$ cat config.mk
export PLATFORM = sky130hd
export DESIGN_NAME = qpu_mac
export DESIGN_NICKNAME = d
export VERILOG_FILES = /design/src/rtl/qpu_pkg.sv /design/src/rtl/qpu_mac.sv
export SDC_FILE = /design/constraint.sdc
export NUM_CORES = 2
export LEC_CHECK = 0
export ABC_AREA = 1
export BUFFER_PORTS_ARGS = -buffer_cell sky130_fd_sc_hd__buf_4
export CORE_MARGIN = 2
export CORE_UTILIZATION = 55
export DETAILED_ROUTE_END_ITERATION = 6
export HOLD_SLACK_MARGIN = 0.12
export PLACE_DENSITY = 0.81
export SLEW_MARGIN = 10
export SYNTH_ARGS = -nofsm -noshare
export SYNTH_HDL_FRONTEND = slang
export SYNTH_SLANG_ARGS = --single-unit
$ cat constraint.sdc
create_clock -name clock -period 13 [get_ports clock]
set_input_delay 3.25 -clock clock [delete_from_list [all_inputs] [get_ports clock]]
set_output_delay 3.25 -clock clock [all_outputs]
set_load 0.02 [all_outputs]
$ cat src/rtl/qpu_pkg.sv
// ----------------------------------------------------------------------------
// qpu_pkg: shared types and constants of the pose update block
// Operand widths of the shared multiplier, CORDIC constants, the Hamilton
// product term table and saturation helpers.
// ----------------------------------------------------------------------------
package qpu_pkg;

   localparam int OPA_W = 19;
   localparam int OPB_W = 42;
   localparam int ACC_W = 61;
   localparam int CRD_W = 34;
   localparam int SC_W  = 18;

   localparam int CORDIC_STEPS = 16;
   localparam logic signed [CRD_W-1:0] CORDIC_GAIN = 34'sd652032874;

   // half turn in 1/512 degree and the reciprocal giving floor(r * 2^20 / 45)
   localparam logic [20:0] HALF_TURN = 21'd184320;
   localparam logic [20:0] WRAP_BIAS = 21'd552960;
   localparam logic signed [OPB_W-1:0] RECIP_M = 42'sd390937467654;

   localparam logic [31:0] ATAN_TURN [CORDIC_STEPS] = '{
      32'h20000000, 32'h12E4051E, 32'h09FB385B, 32'h051111D4,
      32'h028B0D43, 32'h0145D7E1, 32'h00A2F61E, 32'h00517C55,
      32'h0028BE53, 32'h00145F2F, 32'h000A2F98, 32'h000517CC,
      32'h00028BE6, 32'h000145F3, 32'h0000A2FA, 32'h0000517D
   };

   // Hamilton product rot * orient: component, term -> rot index, orient index
   localparam logic [1:0] HAM_A [4][4] = '{
      '{2'd0, 2'd1, 2'd2, 2'd3}, '{2'd0, 2'd1, 2'd2, 2'd3},
      '{2'd0, 2'd1, 2'd2, 2'd3}, '{2'd0, 2'd1, 2'd2, 2'd3}
   };
   localparam logic [1:0] HAM_B [4][4] = '{
      '{2'd0, 2'd1, 2'd2, 2'd3}, '{2'd1, 2'd0, 2'd3, 2'd2},
      '{2'd2, 2'd3, 2'd0, 2'd1}, '{2'd3, 2'd2, 2'd1, 2'd0}
   };
   // bit k set: term k is subtracted
   localparam logic [3:0] HAM_NEG [4] = '{4'b1110, 4'b1000, 4'b0010, 4'b0100};

   typedef struct packed {
      logic issue;
      logic first;
      logic neg;
   } mac_ctrl_type;

   function automatic logic signed [15:0] sat16(input logic signed [ACC_W-1:0] v);
      logic signed [15:0] r;
      if (v > 61'sd32767) begin
         r = 16'sh7fff;
      end else if (v < -61'sd32768) begin
         r = 16'sh8000;
      end else begin
         r = v[15:0];
      end
      return r;
   endfunction

   function automatic logic signed [31:0] sat32(input logic signed [42:0] v);
      logic signed [31:0] r;
      if (v > 43'sd2147483647) begin
         r = 32'sh7fffffff;
      end else if (v < -43'sd2147483648) begin
         r = 32'sh80000000;
      end else begin
         r = v[31:0];
      end
      return r;
   endfunction

endpackage

$ cat src/rtl/qpu_mac.sv
// ----------------------------------------------------------------------------
// qpu_mac: shared multiply-accumulate unit
// One registered signed multiplier followed by an accumulator that adds or
// subtracts each product; the first term of a group restarts the sum.
// ----------------------------------------------------------------------------
module qpu_mac import qpu_pkg::*; (
   input  logic                    clock,
   input  logic                    reset,
   input  mac_ctrl_type            ctrl,
   input  logic signed [OPA_W-1:0] op_a,
   input  logic signed [OPB_W-1:0] op_b,
   output logic signed [ACC_W-1:0] acc
);

   logic signed [ACC_W-1:0] prod_ff, acc_ff, acc_in;
   mac_ctrl_type            pend_ff;

   always_ff @(posedge clock) begin
      if (reset) begin
         pend_ff <= '0;
      end else begin
         pend_ff <= ctrl;
      end
   end

   always_ff @(posedge clock) begin
      if (ctrl.issue) begin
         prod_ff <= ACC_W'(op_a) * ACC_W'(op_b);
      end
      if (pend_ff.issue) begin
         acc_ff <= acc_in;
      end
   end

   always_comb begin
      acc_in = pend_ff.first ? '0 : acc_ff;
      acc_in = pend_ff.neg ? acc_in - prod_ff : acc_in + prod_ff;
   end

   assign acc = acc_ff;

endmodule

==> impl_metrics.env <==
export IMPL_area_growth_pct=5.22
export IMPL_ys_seq_area_share_pct=9.51
export IMPL_die_w_um=271
export IMPL_yosys_top_cells_area="fa_1 39%, inv_1 13%, nand2_1 13%"
export IMPL_worstPathCellList="buf_4 -> nand2_1 -> inv_1 -> fa_1 -> fa_1 -> fa_1 -> inv_1 -> fa_1 -> inv_1 -> fa_1 -> fa_1 -> ha_1 -> ha_1 -> nand2_1 -> nor2_1 -> inv_1 -> nor2_1 -> inv_1 -> nor2_1 -> nand3_1 -> nand3_1 -> xor2_1"
export IMPL_cts_tree="yes"
export IMPL_cp_slowest_cell="fa_1"
export IMPL_worstMarginPinSlew_ns=0.922
export IMPL_ctsResizeCount=0
export IMPL_cp_slowest_stage_delay_ns=0.92
export IMPL_finalMaxSlewViolations=0
export IMPL_placementRows=97
export IMPL_vias_per_cell=5.43
export IMPL_grt_pass1_wl_um=188000
export IMPL_cts_setup_buffers=0
export IMPL_cts_buffer_depth=2
export IMPL_antenna_found_initial=0
export IMPL_clock_skew_ns=0.0143
export IMPL_postSynthAreaPerCell_um2=7.52
export IMPL_synth_distinct_cells=48
export IMPL_post_route_period_util_pct=71.4
export IMPL_cts_root_buf="clkbuf_16"
export IMPL_worstPathArrival_ns=9.48
export IMPL_crit_required_ns=13.19
export IMPL_dieHeight_um=271
export IMPL_wl_per_cell_um=19.1
export IMPL_start_util_pct=55.7
export IMPL_max_cap_viol_count=0
export IMPL_ys_flop_type="edfxtp_1"
export IMPL_finalHoldViolCount=0
export IMPL_postSynthCellCount=5210
export IMPL_ant_nets=0
export IMPL_route_vias_total=33242
export IMPL_critical_path_most_common_cell="fa_1"
export IMPL_routed_wl_um=117000
export IMPL_clk_pin_slew_ns=0.06
export IMPL_synth_top_cell_area_share_pct=38.9
export IMPL_cts_sinks=125
export IMPL_antennaDiodeCount=0
export IMPL_rsz0062_at_grt="no"
export IMPL_coreArea_um2=70300
export IMPL_ys_async_sr_fraction_pct=0
export IMPL_fmax_mhz=108
export IMPL_die_area_um2=73400
export IMPL_final_common_cell="inv_1"
export IMPL_cp_end_kind="flip-flop"
export IMPL_worstPathMaxFanout=42
export IMPL_dr_pass1_iters=6
export IMPL_hold_buffers=0
export IMPL_max_slew_margin_pct=38.5
export IMPL_fin_nets=6213
export IMPL_cts_buffers=17
export IMPL_hold_path_class="reg -> reg"
export IMPL_grtUsageTotal_pct=32.9
export IMPL_drt_first_iter_violations=2681
export IMPL_syn_nets=6257
export IMPL_grt_pass1_vias=35606
export IMPL_period_minus_slack_ns=9.28
export IMPL_start_kind="input pin"
export IMPL_dp_hpwl_um=97600
export IMPL_drc=0
export IMPL_insertion_delay_ns=0.45
export IMPL_whs_ns=0.701
export IMPL_synth_top_cell_by_area="fa_1"
export IMPL_status="complete, no violations"
export IMPL_synth_edf_count=122
export IMPL_synth_warnings=0
export IMPL_grt_overflow=0
export IMPL_post_route_cell_area_um2=41200
export IMPL_grt_max_degree=65
export IMPL_mostFrequentLayoutCells="1,346 x inv_1, 1,343 x nand2_1, 761 x fa_1, 418 x nor2_1, 220 x ha_1"
export IMPL_crit_type="in -> reg"
export IMPL_gp_congestion=1.09
export IMPL_setup_violations=0
export IMPL_yosys_register_bits=125
export IMPL_drive_above_1_share_pct=5.27
export IMPL_ios=127
export IMPL_port_buffers=126
export IMPL_synth_area_um2=39200
export IMPL_placed_area_um2=40600
export IMPL_finalSetupTns_ns=0
export IMPL_ctsHtreeMaxLevel=4
## kinds of logic after synthesis
| kind of cell | synth area share, % |
|---|---|
| compound gates | 5.06 |
| xor+xnor | 3.12 |
| fa+ha+maj | 45.9 |
| buf+inv | 14.8 |
| flops | 9.51 |
| simple gates | 21.5 |
## registers in the layout (all words and copies together) (netlist names)
signal,cells
pend_ff,3
prod_ff,61
acc,61
## synth_stat cells (3+ instances only)
| master | n |
|---|---|
| a21oi_1 | 159 |
| xnor2_1 | 31 |
| nor2_1 | 418 |
| a21boi_0 | 7 |
| nand3_1 | 125 |
| xor2_1 | 105 |
| o21a_1 | 3 |
| and3_1 | 6 |
| nor2_4 | 9 |
| nor3_2 | 3 |
| or2_2 | 10 |
| a21oi_2 | 6 |
| nand3_2 | 7 |
| a21o_1 | 10 |
| clkbuf_1 | 167 |
| nand2_2 | 28 |
| nor4_1 | 5 |
| inv_1 | 1346 |
| o21ai_2 | 4 |
| o21ai_0 | 114 |
| edfxtp_1 | 122 |
| nor2_2 | 21 |
| nand2_1 | 1343 |
| o21ai_1 | 10 |
| dfxtp_1 | 3 |
| buf_1 | 25 |
| nand3b_1 | 6 |
| a31oi_1 | 9 |
| fa_1 | 761 |
| o21bai_1 | 24 |
| nand4_1 | 44 |
| ha_1 | 220 |
| nor3_1 | 29 |
| inv_2 | 10 |
| o211ai_2 | 3 |
## path summary, 6_finish.rpt
kind                                            start                     to  slack (ns)  depth (start not counted)
worst max-delay path                          op_a[1]  prod_ff[52]$_DFFE_PP_        3.72                         22
worst min register to register   prod_ff[0]$_DFFE_PP_       acc[0]$_DFFE_PP_        0.70                          2
worst min-delay path             prod_ff[0]$_DFFE_PP_       acc[0]$_DFFE_PP_        0.70                          2
worst max register to register  prod_ff[10]$_DFFE_PP_      acc[60]$_DFFE_PP_        8.77                         20
## routing by layer
layer | GRT usage, % | vias up | routed length [um]
met5 | 0 | - | 0
met4 | 15.8 | 0 | 6310
met3 | 4.80 | 313 | 8450
met2 | 56.3 | 1480 | 57300
met1 | 40.9 | 16352 | 44800
li1 | - | 15097 | -
## through the flow
step / setup slack [ns] / std cells / utilization (%)
floorplan: 3.85 / 5210 / -
global placement: 3.40 / 6087 / 57.8
detailed placement: 3.29 / 6087 / 57.8
CTS: 3.76 / 6119 / 58.6
global route: 3.34 / 6119 / 58.6
finish: 3.72 / 6119 / 58.6
## area by class of cell
type                    count  area (um^2)
multi-input cells        3536        29600
fillers                  6415        29100
inverters                1356         5090
flip-flops and latches    125         3730
well taps                 940         1180
repair buffers            130          976
clock buffers              20          457
clock inverters            12          160
## worst max-delay path: cells and delay by family
family        cells  cell delay, ns
fa+ha+maj         8            4.20
xor+xnor          1            0.09
buf+inv           6            0.96
simple gates      7            0.95
Power is not shown: default switching activity piles up to over one toggle a cycle in this logic, so the estimate is an artifact.
