### src/rtl/qpu_pkg.sv
// ----------------------------------------------------------------------------
// qpu_pkg: shared types and constants of the pose update block
// Operand widths of the shared multiplier, CORDIC constants, the Hamilton
// product term table and saturation helpers.
// ----------------------------------------------------------------------------
package qpu_pkg;

   localparam int OPA_W = 19;
   localparam int OPB_W = 42;
   localparam int ACC_W = 61;
   localparam int CRD_W = 34;
   localparam int SC_W  = 18;

   localparam int CORDIC_STEPS = 16;
   localparam logic signed [CRD_W-1:0] CORDIC_GAIN = 34'sd652032874;

   // half turn in 1/512 degree and the reciprocal giving floor(r * 2^20 / 45)
   localparam logic [20:0] HALF_TURN = 21'd184320;
   localparam logic [20:0] WRAP_BIAS = 21'd552960;
   localparam logic signed [OPB_W-1:0] RECIP_M = 42'sd390937467654;

   localparam logic [31:0] ATAN_TURN [CORDIC_STEPS] = '{
      32'h20000000, 32'h12E4051E, 32'h09FB385B, 32'h051111D4,
      32'h028B0D43, 32'h0145D7E1, 32'h00A2F61E, 32'h00517C55,
      32'h0028BE53, 32'h00145F2F, 32'h000A2F98, 32'h000517CC,
      32'h00028BE6, 32'h000145F3, 32'h0000A2FA, 32'h0000517D
   };

   // Hamilton product rot * orient: component, term -> rot index, orient index
   localparam logic [1:0] HAM_A [4][4] = '{
      '{2'd0, 2'd1, 2'd2, 2'd3}, '{2'd0, 2'd1, 2'd2, 2'd3},
      '{2'd0, 2'd1, 2'd2, 2'd3}, '{2'd0, 2'd1, 2'd2, 2'd3}
   };
   localparam logic [1:0] HAM_B [4][4] = '{
      '{2'd0, 2'd1, 2'd2, 2'd3}, '{2'd1, 2'd0, 2'd3, 2'd2},
      '{2'd2, 2'd3, 2'd0, 2'd1}, '{2'd3, 2'd2, 2'd1, 2'd0}
   };
   // bit k set: term k is subtracted
   localparam logic [3:0] HAM_NEG [4] = '{4'b1110, 4'b1000, 4'b0010, 4'b0100};

   typedef struct packed {
      logic issue;
      logic first;
      logic neg;
   } mac_ctrl_type;

   function automatic logic signed [15:0] sat16(input logic signed [ACC_W-1:0] v);
      logic signed [15:0] r;
      if (v > 61'sd32767) begin
         r = 16'sh7fff;
      end else if (v < -61'sd32768) begin
         r = 16'sh8000;
      end else begin
         r = v[15:0];
      end
      return r;
   endfunction

   function automatic logic signed [31:0] sat32(input logic signed [42:0] v);
      logic signed [31:0] r;
      if (v > 43'sd2147483647) begin
         r = 32'sh7fffffff;
      end else if (v < -43'sd2147483648) begin
         r = 32'sh80000000;
      end else begin
         r = v[31:0];
      end
      return r;
   endfunction

endpackage

### src/rtl/qpu_cordic.sv
// ----------------------------------------------------------------------------
// qpu_cordic: iterative half-angle sine and cosine
// Sixteen rotation-mode steps, one per cycle, through one shift-add unit;
// results are rounded to Q2.14 and negated for folded phases.
// ----------------------------------------------------------------------------
module qpu_cordic import qpu_pkg::*; (
   input  logic                   clock,
   input  logic                   reset,
   input  logic                   start,
   input  logic signed [CRD_W-1:0] phase,
   input  logic                   negate,
   output logic                   done,
   output logic signed [SC_W-1:0] cos_q,
   output logic signed [SC_W-1:0] sin_q
);

   logic signed [CRD_W-1:0] x_ff, y_ff, z_ff, x_in, y_in, z_in, dx, dy, at;
   logic [3:0]              step_ff;
   logic                    busy_ff, done_ff, neg_ff;
   logic signed [CRD_W-1:0] xr, yr;

   always_comb begin
      dx = y_ff >>> step_ff;
      dy = x_ff >>> step_ff;
      at = CRD_W'(ATAN_TURN[step_ff]);
      if (!z_ff[CRD_W-1]) begin
         x_in = x_ff - dx;
         y_in = y_ff + dy;
         z_in = z_ff - at;
      end else begin
         x_in = x_ff + dx;
         y_in = y_ff - dy;
         z_in = z_ff + at;
      end
   end

   always_ff @(posedge clock) begin
      if (reset) begin
         busy_ff <= 1'b0;
         done_ff <= 1'b0;
         step_ff <= '0;
      end else begin
         done_ff <= busy_ff && (step_ff == 4'(CORDIC_STEPS - 1));
         if (start) begin
            busy_ff <= 1'b1;
            step_ff <= '0;
         end else if (busy_ff) begin
            step_ff <= step_ff + 4'd1;
            if (step_ff == 4'(CORDIC_STEPS - 1)) begin
               busy_ff <= 1'b0;
            end
         end
      end
   end

   always_ff @(posedge clock) begin
      if (start) begin
         x_ff   <= CORDIC_GAIN;
         y_ff   <= '0;
         z_ff   <= phase;
         neg_ff <= negate;
      end else if (busy_ff) begin
         x_ff <= x_in;
         y_ff <= y_in;
         z_ff <= z_in;
      end
   end

   always_comb begin
      xr = (x_ff + 34'sd32768) >>> 16;
      yr = (y_ff + 34'sd32768) >>> 16;
      cos_q = neg_ff ? -xr[SC_W-1:0] : xr[SC_W-1:0];
      sin_q = neg_ff ? -yr[SC_W-1:0] : yr[SC_W-1:0];
   end

   assign done = done_ff;

endmodule

### config.mk
export PLATFORM = sky130hd
export DESIGN_NAME = qpu_cordic
export DESIGN_NICKNAME = d
export VERILOG_FILES = /design/src/rtl/qpu_pkg.sv /design/src/rtl/qpu_cordic.sv
export SDC_FILE = /design/constraint.sdc
export NUM_CORES = 1
export LEC_CHECK = 0
export BUFFER_PORTS_ARGS = -buffer_cell sky130_fd_sc_hd__buf_2
export CAP_MARGIN = 20
export CORE_ASPECT_RATIO = 1.5
export CORE_MARGIN = 4
export CORE_UTILIZATION = 45
export CTS_CLUSTER_SIZE = 24
export DETAILED_ROUTE_END_ITERATION = 10
export PLACE_DENSITY = 0.68
export SYNTH_ARGS = -nofsm -noshare
export SYNTH_HDL_FRONTEND = slang
export SYNTH_SLANG_ARGS = --single-unit
### constraint.sdc
create_clock -name clock -period 6.6 [get_ports clock]
set_clock_uncertainty 0.1 [all_clocks]
set_input_delay 1.32 -clock clock [delete_from_list [all_inputs] [get_ports clock]]
set_output_delay 1.32 -clock clock [all_outputs]
set_load 0.02 [all_outputs]
==> impl_metrics.tcl, run 1 <==
set metrics [dict create \
    outcome "completed" \
    die_x_um 167 \
    final_design_area_no_fill_um2 18100 \
    route.detailed.drc 0 \
    async_reset_ff_share_pct 0 \
    viasPerCell 6.32 \
    cap_violations 0 \
    worst-r2r-cell-count 21 \
    rows 86 \
    gp_congestion 0.948 \
    insertion_delay_ps 390 \
    numCtsBuffers 9 \
    place_area_um2 17800 \
    core_area_um2 37000 \
    grt_pass1_vias 16300 \
    h-tree-depth 3 \
    vias 16600 \
    drtIter0Drc 1083 \
    overflow 0 \
    hold_viol 0 \
    yosysWarningCount 0 \
    postRouteAntennaNets 0 \
    hold_class "flop to flop" \
    synthesis.area_um2 17000 \
    grtUsageTotal_pct 26.6 \
    synth-edff-count 35 \
    routedWlPerCell_um 21.5 \
    finalCritPeriodShare_pct 94.5 \
    worst_pin_slew_ps 1000 \
    irDropWorstVdd_v 0.000265 \
    antenna_found_initial 1 \
    required_ps 6810 \
    timing.rr.start "step_ff[1]" \
    synth-seq-cells 109 \
    final_nets 2293 \
    cts_tree "built" \
    final_common_cell "nand2_1" \
    drtPass1Iterations 5 \
    maxSlewViolCount 0 \
    reg2reg_to "y_ff[33]" \
    syn_nets 2284 \
    clkTransAtPathRegs_ps 80 \
    hp-start "x_ff[2]" \
    layout_common_cells "nand2_1, nor2_1, a21oi_1, xnor2_1, o21ai_0" \
    grt_max_degree 81 \
    cts_sinks 109 \
    io_pins 75 \
    syn-instance-count 2127 \
    p_per_area_nw_per_um2 508 \
    dp_hpwl_mm 43.3 \
    crit_type "flop to flop" \
    critPathMaxFanout 29 \
    startpoint_type "flop" \
    cellLeakagePower_nw 7.55 \
    hold_depth 2 \
    setup-violations-final 0 \
    drive_gt1_share_pct 13.6 \
    cts_root_buffer "clkbuf_16" \
    max_slew_margin_pct 33.0 \
    reg2reg_slack_ps 360 \
    synth.yosys.seq_area_share_pct 14.9 \
    synth_cell_types 94 \
    fillerInstances 3746 \
    start_util_pct 45.8 \
    crit_start "step_ff[1]" \
    worstPathArrival_ps 6440 \
    rsz0062_at_grt "no" \
    worstHoldEndpoint "x_ff[2]" \
    grt_first_pass_wirelength_mm 88.1 \
    synth_area_per_cell_um2 7.98 \
    end_kind "flop" \
    max_freq_mhz 160 \
    die_area_um2 40900 \
    wirelength_mm 56.6 \
    area_delta_synth_final_pct 6.69 \
    io_buffers 74 \
    fp.dieH_um 246 \
    fin_crit_ps 6240 \
    cts.path.max_buffers 2 \
    cts_hold_buf 0 \
    tns_ps 0 \
    synthFlopType "dfxtp_1" \
]
[state kept, by name, indices dropped and copies added, names as in the netlist]
signal,count
x_ff,34
step_ff,4
neg_ff,1
busy_ff,1
z_ff,34
done,1
y_ff,34
[where the power goes]
part | leakage [nW] | switching (mW) | total (mW) | internal, mW
clock | 0.129 | 0.291 | 0.550 | 0.260
combinational | 6.46 | 4.15 | 7.26 | 3.10
sequential | 0.969 | 0.432 | 1.40 | 0.964
total | 7.55 | 4.88 | 9.20 | 4.33
[final cells by class]
cell class	count	area, um^2	area share (%)
antenna	1	2.50	0.0138
clock buffer	10	229	1.27
multi-input combinational	1824	13600	75.1
clock inverter	6	46.3	0.256
tap	484	606	3.35
sequential	109	2540	14.1
timing repair buffer	131	843	4.66
inverter	61	229	1.27
[synth_stat cells (27+ instances only)]
library cell	count	share of area [%]
mux2i_1	86	5.1
o21ai_0	123	3.6
a21oi_1	157	4.6
ha_1	116	8.6
a31oi_1	43	1.6
clkbuf_1	75	1.7
inv_1	59	1.3
nand2b_1	27	1.0
nor2b_1	27	1.0
mux4_2	55	7.3
and3_1	38	1.4
mux2_2	38	2.5
nand2_1	192	4.2
edfxtp_1	35	6.2
xnor2_1	145	7.5
xor2_1	86	4.4
a21o_1	60	2.7
nand3_1	54	1.6
dfxtp_1	74	8.7
nor2_1	158	3.5
nor3_1	54	1.6
[per-layer routing]
| metal | wire length (um) | share of wire, % | vias to the layer above | global-route usage, % |
|---|---|---|---|---|
| li1 | - | - | 7907 | - |
| met1 | 20800 | 37 | 7906 | 29.0 |
| met2 | 29000 | 51 | 582 | 48.7 |
| met3 | 2840 | 5.0 | 200 | 2.75 |
| met4 | 3910 | 6.9 | 0 | 16.9 |
| met5 | 0 | 0 | - | 0 |
[kinds of logic after synthesis]
group / Yosys count / share of synthesized area, %
buf+inv: 194 / 4.95
simple gates: 682 / 20.0
flops: 109 / 14.9
fa+ha+maj: 119 / 8.91
compound gates: 605 / 23.2
xor+xnor: 231 / 11.9
mux: 187 / 16.1
[critical path, cell delays in order (launching register included)]
cell and delay [ps]:
dfxtp_4 570, buf_12 270, mux4_2 550, mux2i_1 360
mux2i_1 320, or2_1 330, nor3b_2 270, and2_1 250
nor2_1 70, xor2_1 180, ha_1 430, and3_1 210
and3_1 180, o211ai_1 160, a2111oi_0 560, buf_4 210
o2111ai_1 180, nand4_1 170, a31oi_1 120, a211o_1 330
a21o_1 160, a21oi_1 160
[worst max path at each step]
stage	end	slack [ps]	cells after the start
floorplan	z_ff[32]	400	26
CTS	y_ff[33]	290	22
global route	y_ff[33]	10	22
detailed placement	y_ff[33]	350	22
finish	y_ff[33]	360	21
global placement	y_ff[33]	370	22
[metrics by stage]
stage	setup WS, ps	total power, mW	cells	hold slack, ps	util [%]
after CTS	295	9.16	2623	415	48.8
final	364	9.20	2626	413	48.9
after floorplan	403	6.78	2127	366	-
after global routing	14.0	9.98	2625	462	48.9
after detailed placement	351	8.54	2607	405	48.0
after global placement	371	8.46	2607	389	48.0
[what timing repair did]
action                     4_1_cts  5_1_grt
gates resized for setup          0        1
setup endpoints to repair        0        6
buffers inserted                 0        2
(Power assumes the default switching activity.)
==> run 2: changes to the inputs <==
--- a/config.mk
+++ b/config.mk
@@ -5,7 +5,7 @@
 export SDC_FILE = /design/constraint.sdc
 export NUM_CORES = 1
 export LEC_CHECK = 0
-export BUFFER_PORTS_ARGS = -buffer_cell sky130_fd_sc_hd__buf_2
+export BUFFER_PORTS_ARGS = -buffer_cell sky130_fd_sc_hd__clkbuf_2
 export CAP_MARGIN = 20
 export CORE_ASPECT_RATIO = 1.5
 export CORE_MARGIN = 4
@@ -13,6 +13,7 @@
 export CTS_CLUSTER_SIZE = 24
 export DETAILED_ROUTE_END_ITERATION = 10
 export PLACE_DENSITY = 0.68
+export RECOVER_POWER = 100
 export SYNTH_ARGS = -nofsm -noshare
 export SYNTH_HDL_FRONTEND = slang
 export SYNTH_SLANG_ARGS = --single-unit
==> constraint.sdc (replaced) <==
create_clock -name clock -period 6.6 [get_ports clock]
set_clock_uncertainty 0.1 [all_clocks]
set_input_delay 1.32 -clock clock [delete_from_list [all_inputs] [get_ports clock]]
set_output_delay 1.32 -clock clock [all_outputs]
set_load 0.005 [all_outputs]
==> run 2 against run 1 <==
The run now ends with max-capacitance violations, max-slew violations left; final area rose by 0.10%; routed wire length grew 0.44%; critical path depth stayed put; cell count increased by 0.15%; critical path type unchanged; largest power group unchanged.
==> impl_metrics.tcl, run 2 (same netlist as run 1, synthesis figures left out) <==
set metrics [dict create \
    route.detailed.drc 0 \
    worst_pin_slew_ps 2770 \
    crit_start "step_ff[1]" \
    antenna_found_initial 0 \
    cp-endpoint "y_ff[33]" \
    cts_root_buffer "clkbuf_16" \
    place_ws_ps 288 \
    cts.path.max_buffers 2 \
    die_x_um 167 \
    die_area_um2 40900 \
    numCtsBuffers 9 \
    drtPass1Iterations 5 \
    drtIter0Drc 1077 \
    worst-r2r-cell-count 21 \
    top_regs "x_ff: 34 flops, y_ff: 34 flops, z_ff: 34 flops" \
    dp_hpwl_mm 43.5 \
    clkTransAtPathRegs_ps 80 \
    cts_tree "built" \
    layout_common_cells "nand2_1, nor2_1, a21oi_1, xnor2_1, o21ai_0" \
    cap_violations 4 \
    cts_sinks 109 \
    place_area_um2 17800 \
    cpPeakStageDelay_ps 580 \
    path_cells "buf_12 -> mux4_2 -> a222oi_1 -> mux2i_1 -> or2_1 -> nor3b_2 -> and2_1 -> nor2_1 -> xor2_1 -> ha_1 -> and3_1 -> and3_1 -> o211ai_1 -> a2111oi_1 -> buf_4 -> o2111ai_1 -> nand4_1 -> a31oi_1 -> a211o_1 -> a21o_1 -> a21oi_1" \
    setup_slack_ps 352 \
    io_pins 75 \
    cp_num_cells 21 \
    grt_first_pass_wirelength_mm 88.3 \
    fillerInstances 3713 \
    finalCritPeriodShare_pct 94.7 \
    grt_max_degree 85 \
    fp.dieH_um 246 \
    max_freq_mhz 160 \
    max_slew_margin_pct -84.5 \
    finalPower_mw 9.07 \
    final_common_cell "nand2_1" \
    postRouteAntennaNets 0 \
    worstPathArrival_ps 6470 \
    viasPerCell 6.39 \
    maxSlewViolCount 167 \
    io_buffers 74 \
    crit_type "flop to flop" \
    insertion_delay_ps 390 \
    hold_class "flop to flop" \
    wirelength_mm 56.8 \
    start_util_pct 45.8 \
    rsz0062_at_grt "no" \
    overflow 0 \
    cpMostUsedCell "and3_1" \
    final_design_area_no_fill_um2 18100 \
    reg2reg_slack_ps 350 \
    irDropWorstVdd_v 0.000235 \
    crit_family "compound AO/OA/AOI/OAI gates" \
    cp_num_buf_inv 2 \
    grtUsageTotal_pct 26.6 \
    gp_congestion 0.974 \
    p_per_area_nw_per_um2 500 \
    critPathMaxFanout 36 \
    fin_crit_ps 6250 \
    outcome "complete, but fails checks" \
    startpoint_type "flop" \
    vias 16800 \
    reg2reg_to "y_ff[33]" \
    hold_viol 0 \
    final_nets 2297 \
    end_kind "flop" \
    core_area_um2 37000 \
    setup-violations-final 0 \
    required_ps 6820 \
    rows 86 \
    violations "max-capacitance violations, max-slew violations" \
    cellLeakagePower_nw 7.52 \
    tns_ps 0 \
    critPathSlowestCell "dfxtp_4" \
    routedWlPerCell_um 21.6 \
    grt_pass1_vias 16300 \
    h-tree-depth 3 \
    drive_gt1_share_pct 12.4 \
    timing.rr.start "step_ff[1]" \
    area_delta_synth_final_pct 6.80 \
]
run 2: cell types whose count changed in the layout (fill, tap and decap cells not counted), moves of 5 or more:
cell / before / now
and2_1: 20 / 15
buf_4: 55 / 47
buf_2: 73 / 0
clkbuf_2: 0 / 57
clkbuf_1: 1 / 25
and2_0: 0 / 5
run 2: how the worst min path moves through the flow:
stage          startpoint  endpoint  slack (ps)  cells after the start
5_1_grt           y_ff[0]   y_ff[0]         440                      2
2_1_floorplan     y_ff[0]   y_ff[0]         370                      2
6_report          y_ff[0]   y_ff[0]         400                      2
3_5_place_dp      y_ff[0]   y_ff[0]         390                      2
4_1_cts           y_ff[0]   y_ff[0]         400                      2
3_3_place_gp      y_ff[0]   y_ff[0]         390                      2
run 2: layout make-up:
class / instances / area [um^2] / share of cell area [%]
Sequential cell: 109 / 2540 / 14.0
Clock buffer: 9 / 225 / 1.24
Clock inverter: 7 / 72.6 / 0.401
Antenna cell: 1 / 2.50 / 0.0138
Inverter: 61 / 229 / 1.26
Timing Repair Buffer: 135 / 847 / 4.68
Multi-Input combinational cell: 1824 / 13600 / 75.0
Tap cell: 484 / 606 / 3.34
run 2: metrics by stage:
stage / utilization, % / cells / hold WS [ps]
after floorplan: - / 2127 / 366
after global placement: 48.1 / 2610 / 388
after detailed placement: 48.1 / 2610 / 388
after CTS: 48.9 / 2626 / 400
after global routing: 48.9 / 2629 / 439
final: 48.9 / 2630 / 400
run 2: worst reg2reg max path, delay by kind of cell, from the launching register on:
kind | cells | cell delay (ps)
mux | 2 | 850
flops | 1 | 580
compound gates | 8 | 2150
xor+xnor | 1 | 180
buf+inv | 2 | 470
fa+ha+maj | 1 | 410
simple gates | 7 | 1440
run 2: repair_timing:
action                                  in CTS  in global routing
hold buffers                                 0                  0
gates resized for setup                      0                  1
buffers inserted                             0                  3
endpoints found under the setup margin       0                  7
run 2: where the power goes:
part | internal, mW | switching (mW) | leakage (nW)
sequential | 0.965 | 0.410 | 0.969
clock | 0.296 | 0.301 | 0.144
combinational | 3.08 | 4.01 | 6.41
run 2: routing by layer:
layer / wire (um) / up-vias / share of wire [%] / global-route usage [%]
met5: 0 / - / 0 / 0
met4: 4400 / 0 / 7.8 / 18.5
met1: 20900 / 7992 / 37 / 29.0
li1: - / 7922 / - / -
met2: 28700 / 662 / 51 / 48.4
met3: 2740 / 217 / 4.8 / 2.65
